File: config.mk
export PLATFORM = sky130hd
export DESIGN_NAME = mit_motor_frame_receive_handler
export DESIGN_NICKNAME = d
export VERILOG_FILES = /design/src/rtl/mfrh_pkg.sv /design/src/rtl/mfrh_ctrl.sv /design/src/rtl/mfrh_dp.sv /design/src/rtl/mit_motor_frame_receive_handler.sv
export SDC_FILE = /design/constraint.sdc
export NUM_CORES = 1
export LEC_CHECK = 0
export BUFFER_PORTS_ARGS = -buffer_cell sky130_fd_sc_hd__buf_2
export CELL_PAD_IN_SITES_DETAIL_PLACEMENT = 1
export CELL_PAD_IN_SITES_GLOBAL_PLACEMENT = 1
export CORE_MARGIN = 5
export CORE_UTILIZATION = 48
export DETAILED_ROUTE_END_ITERATION = 12
export GPL_ROUTABILITY_DRIVEN = 1
export PLACE_DENSITY_LB_ADDON = 0.1
export SYNTH_ARGS = -nofsm -noshare
export SYNTH_HDL_FRONTEND = slang
export SYNTH_SLANG_ARGS = --single-unit
File: constraint.sdc
create_clock -name i_clk -period 26.8 [get_ports i_clk]
set_input_delay 5.36 -clock i_clk [delete_from_list [all_inputs] [get_ports i_clk]]
set_output_delay 5.36 -clock i_clk [all_outputs]
set_load 0.02 [all_outputs]
File: src/rtl/mfrh_pkg.sv
// Shared types and constants of the motor frame receive handler.
package mfrh_pkg;

    localparam int MOTOR_SLOTS = 4;
    localparam int SLOT_W      = $clog2(MOTOR_SLOTS);
    localparam int COUNT_W     = 3;
    localparam int ID_W        = 8;
    localparam int ADDR_W      = 5;
    localparam int DATA_W      = 32;
    localparam int TIME_W      = 32;

    localparam logic [1:0] OP_FRAME = 2'd0;
    localparam logic [1:0] OP_ARM   = 2'd1;
    localparam logic [1:0] OP_QUERY = 2'd2;

    localparam logic [2:0] REG_HOST_ID       = 3'd0;
    localparam logic [2:0] REG_MOTOR_COUNT   = 3'd1;
    localparam logic [2:0] REG_SLOT_IDS      = 3'd2;
    localparam logic [2:0] REG_FAULT_TIMEOUT = 3'd3;
    localparam logic [2:0] REG_READ_TYPE     = 3'd4;
    localparam logic [2:0] REG_WRITE_TYPE    = 3'd5;

    localparam logic [15:0] FAULT_TIMEOUT_RST = 16'd100;
    localparam logic [2:0]  READ_TYPE_RST     = 3'd1;
    localparam logic [2:0]  WRITE_TYPE_RST    = 3'd2;

    typedef enum logic [2:0] {
        ST_FEEDBACK = 3'd0,
        ST_FAULT    = 3'd1,
        ST_PARAM    = 3'd2,
        ST_UNKNOWN  = 3'd3,
        ST_BADTYPE  = 3'd4,
        ST_OK       = 3'd5
    } t_status;

    typedef struct packed {
        logic capture;
        logic lookup;
        logic execute;
    } t_dp_cmd;

    typedef struct packed {
        logic out_free;
    } t_dp_sts;

endpackage

File: src/rtl/mfrh_ctrl.sv
// Sequencing state machine of the motor frame receive handler.
module mfrh_ctrl
    import mfrh_pkg::*;
(
    input  logic    i_clk,
    input  logic    i_rst_n,
    input  logic    i_in_valid,
    input  t_dp_sts i_sts,
    output logic    o_in_stall,
    output t_dp_cmd o_cmd
);

    typedef enum logic [1:0] {
        S_IDLE,
        S_LOOKUP,
        S_EXEC
    } t_state;

    t_state r_state;
    t_state n_state;
    logic   r_in_stall;
    logic   n_in_stall;
    logic   accept;

    assign accept     = (r_state == S_IDLE) && !r_in_stall && i_in_valid;
    assign o_in_stall = r_in_stall;

    always_comb begin
        n_state       = r_state;
        n_in_stall    = r_in_stall;
        o_cmd.capture = 1'b0;
        o_cmd.lookup  = 1'b0;
        o_cmd.execute = 1'b0;
        unique case (r_state)
            S_IDLE: begin
                n_in_stall = 1'b0;
                if (accept) begin
                    o_cmd.capture = 1'b1;
                    n_state       = S_LOOKUP;
                    n_in_stall    = 1'b1;
                end
            end
            S_LOOKUP: begin
                o_cmd.lookup = 1'b1;
                n_state      = S_EXEC;
            end
            S_EXEC: begin
                if (i_sts.out_free) begin
                    o_cmd.execute = 1'b1;
                    n_state       = S_IDLE;
                    n_in_stall    = 1'b0;
                end
            end
            default: begin
                n_state    = S_IDLE;
                n_in_stall = 1'b1;
            end
        endcase
    end

    always_ff @(posedge i_clk) begin
        if (!i_rst_n) begin
            r_state    <= S_IDLE;
            r_in_stall <= 1'b1;
        end else begin
            r_state    <= n_state;
            r_in_stall <= n_in_stall;
        end
    end

endmodule

File: src/rtl/mfrh_dp.sv
// Datapath of the motor frame receive handler: registers, slot table and result.
module mfrh_dp
    import mfrh_pkg::*;
(
    input  logic                i_clk,
    input  logic                i_rst_n,
    input  t_dp_cmd             i_cmd,
    output t_dp_sts             o_sts,
    input  logic [1:0]          i_op,
    input  logic [10:0]         i_std_id,
    input  logic [63:0]         i_payload,
    input  logic [TIME_W-1:0]   i_now_ms,
    input  logic [ID_W-1:0]     i_target_id,
    input  logic [TIME_W-1:0]   i_online_timeout_ms,
    input  logic                psel,
    input  logic                penable,
    input  logic                pwrite,
    input  logic [ADDR_W-1:0]   paddr,
    input  logic [DATA_W-1:0]   pwdata,
    output logic [DATA_W-1:0]   prdata,
    input  logic                i_out_stall,
    output logic                o_out_valid,
    output logic [2:0]          o_status,
    output logic [SLOT_W-1:0]   o_slot,
    output logic [15:0]         o_position_code,
    output logic [11:0]         o_velocity_code,
    output logic [11:0]         o_torque_code,
    output logic [11:0]         o_temperature_code,
    output logic [1:0]          o_motor_mode,
    output logic [31:0]         o_fault_word,
    output logic [15:0]         o_param_index,
    output logic [31:0]         o_param_value,
    output logic                o_online
);

    logic [ID_W-1:0]    r_host_id;
    logic [COUNT_W-1:0] r_motor_count;
    logic [31:0]        r_slot_ids;
    logic [15:0]        r_fault_timeout;
    logic [2:0]         r_read_type;
    logic [2:0]         r_write_type;
    logic               cfg_wr;

    logic [1:0]         r_op;
    logic [10:0]        r_std_id;
    logic [63:0]        r_payload;
    logic [TIME_W-1:0]  r_now;
    logic [ID_W-1:0]    r_target_id;
    logic [TIME_W-1:0]  r_otmo;

    logic               r_is_master;
    logic               r_hit;
    logic [SLOT_W-1:0]  r_slot;
    logic               n_is_master;
    logic               n_hit;
    logic [SLOT_W-1:0]  n_slot;
    logic [ID_W-1:0]    key;

    logic               r_seen     [MOTOR_SLOTS];
    logic [TIME_W-1:0]  r_last     [MOTOR_SLOTS];
    logic               r_pending  [MOTOR_SLOTS];
    logic [TIME_W-1:0]  r_deadline [MOTOR_SLOTS];

    logic [TIME_W-1:0]  deadline_diff;
    logic [TIME_W-1:0]  feedback_age;
    logic               pend_eff;
    logic               fault_hit;
    logic [2:0]         ftype;
    logic               type_ok;

    logic               r_out_valid;
    t_status            r_status;
    t_status            n_status;
    logic [SLOT_W-1:0]  r_out_slot;
    logic [SLOT_W-1:0]  n_out_slot;
    logic [15:0]        r_pos,   n_pos;
    logic [11:0]        r_vel,   n_vel;
    logic [11:0]        r_trq,   n_trq;
    logic [11:0]        r_temp,  n_temp;
    logic [1:0]         r_mode,  n_mode;
    logic [31:0]        r_fault, n_fault;
    logic [15:0]        r_pidx,  n_pidx;
    logic [31:0]        r_pval,  n_pval;
    logic               r_online, n_online;
    logic               upd_feedback;
    logic               upd_pending;
    logic               n_pending;
    logic               upd_arm;

    // configuration port
    assign cfg_wr = psel && penable && pwrite;

    always_ff @(posedge i_clk) begin
        if (!i_rst_n) begin
            r_host_id       <= '0;
            r_motor_count   <= '0;
            r_slot_ids      <= '0;
            r_fault_timeout <= FAULT_TIMEOUT_RST;
            r_read_type     <= READ_TYPE_RST;
            r_write_type    <= WRITE_TYPE_RST;
        end else if (cfg_wr) begin
            unique case (paddr[4:2])
                REG_HOST_ID:       r_host_id       <= pwdata[ID_W-1:0];
                REG_MOTOR_COUNT:   r_motor_count   <= pwdata[COUNT_W-1:0];
                REG_SLOT_IDS:      r_slot_ids      <= pwdata;
                REG_FAULT_TIMEOUT: r_fault_timeout <= pwdata[15:0];
                REG_READ_TYPE:     r_read_type     <= pwdata[2:0];
                REG_WRITE_TYPE:    r_write_type    <= pwdata[2:0];
                default: ;
            endcase
        end
    end

    always_comb begin
        unique case (paddr[4:2])
            REG_HOST_ID:       prdata = {{(DATA_W-ID_W){1'b0}}, r_host_id};
            REG_MOTOR_COUNT:   prdata = {{(DATA_W-COUNT_W){1'b0}}, r_motor_count};
            REG_SLOT_IDS:      prdata = r_slot_ids;
            REG_FAULT_TIMEOUT: prdata = {16'd0, r_fault_timeout};
            REG_READ_TYPE:     prdata = {29'd0, r_read_type};
            REG_WRITE_TYPE:    prdata = {29'd0, r_write_type};
            default:           prdata = '0;
        endcase
    end

    // capture the transaction
    always_ff @(posedge i_clk) begin
        if (i_cmd.capture) begin
            r_op        <= i_op;
            r_std_id    <= i_std_id;
            r_payload   <= i_payload;
            r_now       <= i_now_ms;
            r_target_id <= i_target_id;
            r_otmo      <= i_online_timeout_ms;
        end
    end

    // slot lookup, lowest matching slot wins
    assign n_is_master = (r_std_id == {3'd0, r_host_id});

    always_comb begin
        if (r_op != OP_FRAME) begin
            key = r_target_id;
        end else if (n_is_master) begin
            key = r_payload[7:0];
        end else begin
            key = r_std_id[7:0];
        end
        n_hit  = 1'b0;
        n_slot = '0;
        for (int i = MOTOR_SLOTS - 1; i >= 0; i--) begin
            if ((COUNT_W'(i) < r_motor_count) && (r_slot_ids[i*ID_W +: ID_W] == key)) begin
                n_hit  = 1'b1;
                n_slot = SLOT_W'(i);
            end
        end
    end

    always_ff @(posedge i_clk) begin
        if (i_cmd.lookup) begin
            r_is_master <= n_is_master;
            r_hit       <= n_hit;
            r_slot      <= n_slot;
        end
    end

    // execute
    assign deadline_diff = r_now - r_deadline[r_slot];
    assign feedback_age  = r_now - r_last[r_slot];
    assign pend_eff      = r_pending[r_slot] && deadline_diff[TIME_W-1];
    assign fault_hit     = pend_eff && (r_payload[63:40] == 24'd0);
    assign ftype         = r_std_id[10:8];
    assign type_ok       = (ftype == r_read_type) || (ftype == r_write_type);

    always_comb begin
        n_status     = ST_BADTYPE;
        n_out_slot   = '0;
        n_pos        = '0;
        n_vel        = '0;
        n_trq        = '0;
        n_temp       = '0;
        n_mode       = '0;
        n_fault      = '0;
        n_pidx       = '0;
        n_pval       = '0;
        n_online     = 1'b0;
        upd_feedback = 1'b0;
        upd_pending  = 1'b0;
        n_pending    = 1'b0;
        upd_arm      = 1'b0;
        case (r_op)
            OP_FRAME: begin
                if (!r_hit) begin
                    n_status = ST_UNKNOWN;
                end else if (r_is_master) begin
                    n_out_slot  = r_slot;
                    upd_pending = 1'b1;
                    n_pending   = pend_eff && !fault_hit;
                    if (fault_hit) begin
                        n_status = ST_FAULT;
                        n_fault  = r_payload[39:8];
                    end else begin
                        n_status     = ST_FEEDBACK;
                        n_pos        = {r_payload[15:8], r_payload[23:16]};
                        n_vel        = {r_payload[31:24], r_payload[39:36]};
                        n_trq        = {r_payload[35:32], r_payload[47:40]};
                        n_temp       = {r_payload[51:48], r_payload[63:56]};
                        n_mode       = r_payload[55:54];
                        upd_feedback = 1'b1;
                    end
                end else begin
                    n_out_slot = r_slot;
                    if (type_ok) begin
                        n_status = ST_PARAM;
                        n_pidx   = r_payload[15:0];
                        n_pval   = r_payload[63:32];
                    end
                end
            end
            OP_ARM, OP_QUERY: begin
                if (!r_hit) begin
                    n_status = ST_UNKNOWN;
                end else begin
                    n_status   = ST_OK;
                    n_out_slot = r_slot;
                    if (r_op == OP_ARM) begin
                        upd_arm = 1'b1;
                    end else begin
                        n_online = r_seen[r_slot] && (feedback_age <= r_otmo);
                    end
                end
            end
            default: n_status = ST_BADTYPE;
        endcase
    end

    always_ff @(posedge i_clk) begin
        if (!i_rst_n) begin
            for (int i = 0; i < MOTOR_SLOTS; i++) begin
                r_seen[i]     <= 1'b0;
                r_last[i]     <= '0;
                r_pending[i]  <= 1'b0;
                r_deadline[i] <= '0;
            end
        end else if (i_cmd.execute) begin
            if (upd_feedback) begin
                r_seen[r_slot] <= 1'b1;
                r_last[r_slot] <= r_now;
            end
            if (upd_pending) begin
                r_pending[r_slot] <= n_pending;
            end
            if (upd_arm) begin
                r_pending[r_slot]  <= 1'b1;
                r_deadline[r_slot] <= r_now + {16'd0, r_fault_timeout};
            end
        end
    end

    // result register
    assign o_sts.out_free = !r_out_valid || !i_out_stall;

    always_ff @(posedge i_clk) begin
        if (!i_rst_n) begin
            r_out_valid <= 1'b0;
        end else if (i_cmd.execute) begin
            r_out_valid <= 1'b1;
        end else if (!i_out_stall) begin
            r_out_valid <= 1'b0;
        end
    end

    always_ff @(posedge i_clk) begin
        if (i_cmd.execute) begin
            r_status   <= n_status;
            r_out_slot <= n_out_slot;
            r_pos      <= n_pos;
            r_vel      <= n_vel;
            r_trq      <= n_trq;
            r_temp     <= n_temp;
            r_mode     <= n_mode;
            r_fault    <= n_fault;
            r_pidx     <= n_pidx;
            r_pval     <= n_pval;
            r_online   <= n_online;
        end
    end

    assign o_out_valid        = r_out_valid;
    assign o_status           = r_status;
    assign o_slot             = r_out_slot;
    assign o_position_code    = r_pos;
    assign o_velocity_code    = r_vel;
    assign o_torque_code      = r_trq;
    assign o_temperature_code = r_temp;
    assign o_motor_mode       = r_mode;
    assign o_fault_word       = r_fault;
    assign o_param_index      = r_pidx;
    assign o_param_value      = r_pval;
    assign o_online           = r_online;

endmodule

File: src/rtl/mit_motor_frame_receive_handler.sv
// Receive handler for frames of a four-slot motor table: top level.
// Each transaction (received frame, fault window arm, or online query)
// yields exactly one result. A transaction passes through three steps: capture,
// slot lookup across the four identifier comparators, and execute, where the
// slot state is updated and the result register loaded; the next transaction
// is taken the cycle after execute, so a new transaction is never taken before
// the last has executed. Execute waits while the result register still holds an
// untaken result. Configuration writes take effect at once and are meant for
// idle periods; position, velocity, torque and temperature are raw codes.
module mit_motor_frame_receive_handler
    import mfrh_pkg::*;
(
    input  logic                i_clk,
    input  logic                i_rst_n,
    input  logic                i_in_valid,
    output logic                o_in_stall,
    input  logic [1:0]          i_op,
    input  logic [10:0]         i_std_id,
    input  logic [63:0]         i_payload,
    input  logic [TIME_W-1:0]   i_now_ms,
    input  logic [ID_W-1:0]     i_target_id,
    input  logic [TIME_W-1:0]   i_online_timeout_ms,
    output logic                o_out_valid,
    input  logic                i_out_stall,
    output logic [2:0]          o_status,
    output logic [SLOT_W-1:0]   o_slot,
    output logic [15:0]         o_position_code,
    output logic [11:0]         o_velocity_code,
    output logic [11:0]         o_torque_code,
    output logic [11:0]         o_temperature_code,
    output logic [1:0]          o_motor_mode,
    output logic [31:0]         o_fault_word,
    output logic [15:0]         o_param_index,
    output logic [31:0]         o_param_value,
    output logic                o_online,
    input  logic                psel,
    input  logic                penable,
    input  logic                pwrite,
    input  logic [ADDR_W-1:0]   paddr,
    input  logic [DATA_W-1:0]   pwdata,
    output logic [DATA_W-1:0]   prdata,
    output logic                pready
);

    t_dp_cmd cmd;
    t_dp_sts sts;

    assign pready = 1'b1;

    mfrh_ctrl u_ctrl (
        .i_clk      (i_clk),
        .i_rst_n    (i_rst_n),
        .i_in_valid (i_in_valid),
        .i_sts      (sts),
        .o_in_stall (o_in_stall),
        .o_cmd      (cmd)
    );

    mfrh_dp u_dp (
        .i_clk               (i_clk),
        .i_rst_n             (i_rst_n),
        .i_cmd               (cmd),
        .o_sts               (sts),
        .i_op                (i_op),
        .i_std_id            (i_std_id),
        .i_payload           (i_payload),
        .i_now_ms            (i_now_ms),
        .i_target_id         (i_target_id),
        .i_online_timeout_ms (i_online_timeout_ms),
        .psel                (psel),
        .penable             (penable),
        .pwrite              (pwrite),
        .paddr               (paddr),
        .pwdata              (pwdata),
        .prdata              (prdata),
        .i_out_stall         (i_out_stall),
        .o_out_valid         (o_out_valid),
        .o_status            (o_status),
        .o_slot              (o_slot),
        .o_position_code     (o_position_code),
        .o_velocity_code     (o_velocity_code),
        .o_torque_code       (o_torque_code),
        .o_temperature_code  (o_temperature_code),
        .o_motor_mode        (o_motor_mode),
        .o_fault_word        (o_fault_word),
        .o_param_index       (o_param_index),
        .o_param_value       (o_param_value),
        .o_online            (o_online)
    );

endmodule

# After elaboration in Yosys (flattened, before gate mapping)
# Memory sizes are Yosys's and may differ from the RTL's.
# Index checks and enable logic that the tools add are counted.
dict set report classes {
  magnitude_cmp 5
  mux 64
  eq_ne 19
  n_reduce_logical 44
  bitwise 7
  addsub 3
}
# cell count
set ops {}
lappend ops {{case mux 32 bit (6 select lines)} 1}
lappend ops {{2-to-1 mux 32 bit} 2}
lappend ops {{OR reduction 32 bit} 2}
lappend ops {{subtractor 32 bit} 2}
lappend ops {{2-to-1 mux 1 bit} 44}
lappend ops {{adder 32 x 16 -> 32 bit} 1}
lappend ops {{== test 8 bit} 4}
lappend ops {{less-or-equal comparator 32 bit} 1}
lappend ops {{logical NOT 24 bit} 1}
lappend ops {{AND reduction 2 bit} 9}
lappend ops {{2-to-1 mux 2 bit} 8}
lappend ops {{2-to-1 mux 8 bit} 2}
lappend ops {{logical AND 1 bit} 12}
lappend ops {{2-to-1 mux 3 bit} 4}
lappend ops {{== test 11 x 8 -> 1 bit} 1}
lappend ops {{OR reduction 3 bit} 3}
lappend ops {{OR reduction 4 bit} 2}
lappend ops {{== test 3 x 2 -> 1 bit, second input constant} 2}
lappend ops {{== test 3 bit} 2}
lappend ops {{== test 3 bit, second input constant} 2}
lappend ops {{less-than comparator 1 x 3 -> 1 bit, first input constant} 2}
lappend ops {{less-than comparator 2 x 3 -> 1 bit, first input constant} 2}
lappend ops {{inverter 1 bit} 6}
lappend ops {{case mux 2 bit (3 select lines)} 1}
lappend ops {{16 further kinds} 26}
dict set report word_totals {
  wordCells 176
  input_bits 193
  register_bits 362
  output_inout_bits 175
  mem_bits_rw 264
  mem_count 4
}
# memory words word_bits rd rd_clocked_by_memory_dff write_ports line
set memory_table {}
lappend memory_table {u_dp.r_deadline 4 32 1 0 4 mfrh_dp.sv:62} ;# logic [TIME_W-1:0] r_deadline [MOTOR_SLOTS];
lappend memory_table {u_dp.r_last 4 32 1 0 4 mfrh_dp.sv:60} ;# logic [TIME_W-1:0] r_last [MOTOR_SLOTS];
lappend memory_table {u_dp.r_pending 4 1 1 0 4 mfrh_dp.sv:61} ;# logic r_pending [MOTOR_SLOTS];
lappend memory_table {u_dp.r_seen 4 1 1 0 4 mfrh_dp.sv:59} ;# logic r_seen [MOTOR_SLOTS];

# Logic depth before layout (Yosys ltp)
# An unclocked memory read counts as a cell.
dict set report depth {
  depth_word 14
  depth_mapped 25
}

# Hierarchy
# A second synthesis with hierarchy kept.
dict set report hier_totals {
  hier_cells 2258
  hier_area_um2 29047.9
}
# mod seq_area_each_um2 instances cells_per_inst area_each_um2
set by_module_without_submodules {}
lappend by_module_without_submodules {mfrh_dp 17987.3 1 2242 28881.4}
lappend by_module_without_submodules {mfrh_ctrl 60.1 1 14 155.1}
lappend by_module_without_submodules {mit_motor_frame_receive_handler 0.0 1 2 11.3}

# Least setup slack after synthesis
# Ideal clock, no wire load.
dict set report synth_path {
  kind {input-to-reg}
  from {input i_in_valid}
  to {register u_ctrl.r_state[0]}
  cell_stages 2
  arrival_ps 21356
  slack_ps 5298
  path_buffers 0
  cell_sequence {nor4b_1 > and2_1}
}
dict set report synth_between {
  elab_chain_cells 3
}
# element line
set synth_rtl {}
lappend synth_rtl {{start, declared} mit_motor_frame_receive_handler.sv:15} ;# input logic i_in_valid,
lappend synth_rtl {{logical AND 1 bit} mfrh_ctrl.sv:25} ;# assign accept = (r_state == S_IDLE) && !r_in_stall && i_in_valid;
lappend synth_rtl {{inequality test 2 x 1 -> 1 bit (no source line)} -}
lappend synth_rtl {{AND reduction 2 bit (no source line)} -}
lappend synth_rtl {{end signal, assigned} mfrh_ctrl.sv:66} ;# r_state <= n_state;
lappend synth_rtl {{end, declared} mfrh_ctrl.sv:19} ;# t_state r_state;
# Every way passes these cells.
# A chain may end at the register's enable or synchronous reset.

# Worst setup path after layout
dict set report layout_path {
  from {input paddr[3]}
  to {output prdata[25]}
}
dict set report layout_between {
  elab_chain_cells 2
}
# element line
set layout_rtl {}
lappend layout_rtl {{start, declared} mit_motor_frame_receive_handler.sv:39} ;# input logic [ADDR_W-1:0] paddr,
lappend layout_rtl {{== test 3 bit (tied with other cells)} mfrh_dp.sv:115} ;# unique case (paddr[4:2])
lappend layout_rtl {{case mux 32 bit (6 select lines) *} mfrh_dp.sv:115}
lappend layout_rtl {{end, declared} mit_motor_frame_receive_handler.sv:41} ;# output logic [DATA_W-1:0] prdata,
# Mark *: on every way between the ends. The rest lies on a longest branch, timed or not.

==> results.yml <==
clock_tree:
  hold_buffers: 0
  cts_resized: 0
  clk_pin_slew_ns: 0.06
  post-cts-setup-buffers: 0
  clk_latency_ns: 0.62
  cts-root-buf: "clkbuf_16"
  clockBufferDepth: 3
  htreeDepth: 3
  tritoncts: "built"
  cts_buffers: 70
  cts.sinks: 626
logic_synthesis:
  ys_top_cells_by_count: "551 x edfxtp_1, 274 x and2_1, 209 x nor2_1"
  synthCells: 2245
  synth-seq-cells: 626
  ys_top_cells_by_area: "edfxtp_1 57%, and2_1 5.9%, mux4_2 5.2%"
  synthFlopType: "edfxtp_1"
  yosysWarningCount: 0
  ys_types: 76
  syn_area_um2: 29130
  synth-edff-count: 551
  synth_top_cell_area_share: 0.5681
  synth_seq_area_share: 0.6196
  avgSynthCellArea_um2: 12.97
  synth_top_cell_by_area: "edfxtp_1"
  synth-async-reset-ratio: 0
  synth.net_count: 2552
  synth.most_common_cell: "edfxtp_1"
critical_path:
  reg2reg_from: "u_dp.r_slot[0]"
  critPathLaunchType: "primary input"
  critical_path_class: "primary input to output port"
  critPathArrivalTime_ns: 7.19
  crit_path_max_fanout: 16
  cp-startpoint: "paddr[3]"
  worstPathRequired_ns: 21.44
  endpoint_kind: "output port"
timing:
  rsz0062_at_grt: "no"
  slew_headroom: 0.2388
  finalSetupViolCount: 0
  max_freq_mhz: 79.67
  hold_violations: 0
  period_minus_slack_ns: 12.55
  tightestPinTransition_ns: 1.132
  skew_ns: 0.01716
  finalCritPeriodShare: 0.4683
  setup_tns_ns: 0
  finalMaxSlewViolations: 0
  finalHoldWorstSlack_ns: 0.4564
drt:
  drtAntennaViolNets: 0
  post-route-drc-count: 0
  dr.pass1.iters: 5
  drt_wl_total_um: 81100
  vias: 19083
  wire_per_inst_um: 23.44
  drtIter0Drc: 1209
  m1WireLength_um: 33440
  routed.top_layer: "met4"
  wl_met3_um: 3856
  vias_per_cell: 5.517
  wl_met2_um: 41140
global_routing:
  antenna_found_initial: 12
  overflow: 0
  first_global_vias: 20320
  grt_start_max_net_pins: 143
  grt_pass1_wl_um: 122400
  grt_usage: 0.2397
placed_design:
  gp_congestion: 0.8415
  portBuffers: 364
  dp_cells: 3322
  place_area_um2: 31770
  place_hpwl_um: 55390
cells_and_area:
  drive_above_1_share: 0.2240
  syn_to_final_growth_pct: 16.83
  fin_cells: 3459
  final_cell_area_um2: 34030
  nets: 2919
  nFillCells: 6092
run_status:
  status: "completed"
power:
  peakVddDrop_mv: 0.03969
  switching_share: 0.2376
  p_leak_uw: 0.01372
  p_comb_frac: 0.080
  total_power_uw: 2217
  clkPwrFrac: 0.422
  p_int_uw: 1690
  seqPwrFrac: 0.498
  p_switching_uw: 526.9
  power.density_nw_per_um2: 65.16
floorplan:
  core_area_um2: 60250
  die_h_um: 256.3
  ioPinCount: 368
  std_cell_rows: 90
  die_x_um: 256.3
  start_util: 0.4835
  die_area_um2: 65710
min_path:
  hold_path.class: "flip-flop to flip-flop"
  min_from: "u_dp.r_seen[2]"
job:
  maxCapViolations: 0
[critical path, cell delays in order]
cell      delay (ns)
buf_2           0.27
nand2b_1        0.47
nor2_1          0.70
and2_1          0.22
buf_2           0.17
[layer usage]
metal  vias up  global-route usage
met5         -                   0
met4         0             0.09460
met3       124             0.03817
met2       461              0.4091
met1      9639              0.3093
li1       8859                   -
[placed cells by master (no fill, tap or decap), types with 17 or more instances in the layout]
cell type	count
a21o_1	40
a21oi_1	96
and2_1	274
buf_2	364
buf_4	26
clkbuf_16	71
dfxtp_1	75
edfxtp_1	551
ha_1	112
inv_1	121
mux2i_1	28
mux4_2	67
nand2_1	150
nand3_1	22
nand4_1	25
nor2_1	208
nor2b_1	17
nor3_1	21
o21ai_0	25
xnor2_1	65
xor2_1	32
[cell type report]
cell class	count	area (um^2)	area share
antenna	12	30.03	0.0008824
clock buffer	87	1867	0.05486
clock inverter	38	360.3	0.01059
inverter	122	457.9	0.01346
multi-input combinational	1401	10250	0.3012
sequential	626	18050	0.5304
tap	782	978.4	0.02875
timing repair buffer	391	2037	0.05986
[cells by family (layout without fill, tap and decap cells)]
| group | after synthesis | in the layout | synth area share |
|---|---|---|---|
| other cells | 1 | 13 | 0.0001287 |
| xor+xnor | 98 | 98 | 0.02973 |
| mux | 102 | 102 | 0.06414 |
| flops | 626 | 626 | 0.6196 |
| buf+inv | 218 | 638 | 0.02986 |
| simple gates | 814 | 814 | 0.1450 |
| fa+ha+maj | 114 | 114 | 0.04949 |
| compound gates | 272 | 272 | 0.06203 |
[sequential cells by signal (all words and copies together), names as in the netlist, 4 cells and up]
| register | count |
|---|---|
| u_dp.o_torque_code | 12 |
| u_dp.o_fault_word | 32 |
| u_dp.r_otmo | 32 |
| u_dp.o_temperature_code | 12 |
| u_dp.o_position_code | 16 |
| u_dp.o_param_index | 16 |
| u_dp.r_std_id | 11 |
| u_dp.r_fault_timeout | 16 |
| u_dp.r_seen | 4 |
| u_dp.o_velocity_code | 12 |
| u_dp.o_param_value | 32 |
| u_dp.r_host_id | 8 |
| u_dp.r_last | 128 |
| u_dp.r_slot_ids | 32 |
| u_dp.r_target_id | 8 |
| u_dp.r_now | 32 |
| u_dp.r_payload | 64 |
| u_dp.r_pending | 4 |
| u_dp.r_deadline | 128 |
[power groups by stage]
stage | combinational (uW) | clock (uW) | sequential [uW]
4_1_cts | 179 | 958 | 1100
6_report | 177 | 935 | 1100
5_1_grt | 196 | 1000 | 1110
3_5_place_dp | 177 | 0 | 1120
3_3_place_gp | 170 | 0 | 1120
2_1_floorplan | 116 | 0 | 1130
[metrics by stage]
stage | utilization | setup slack [ns]
after floorplan | - | 5.298
after global placement | 0.5274 | 14.39
after detailed placement | 0.5274 | 14.25
after CTS | 0.5643 | 14.24
after global routing | 0.5647 | 14.09
final | 0.5648 | 14.25
[final timing paths]
path / slack (ns) / depth (start not counted) / endpoint
worst min register to register: 0.46 / 1 / u_dp.r_seen[2]
worst max-delay path: 14.25 / 5 / prdata[25]
worst min-delay path: 0.46 / 1 / u_dp.r_seen[2]
worst max register to register: 20.55 / 16 / u_dp.r_last[3][23]
Note: power is estimated with default switching activity, not from simulation.
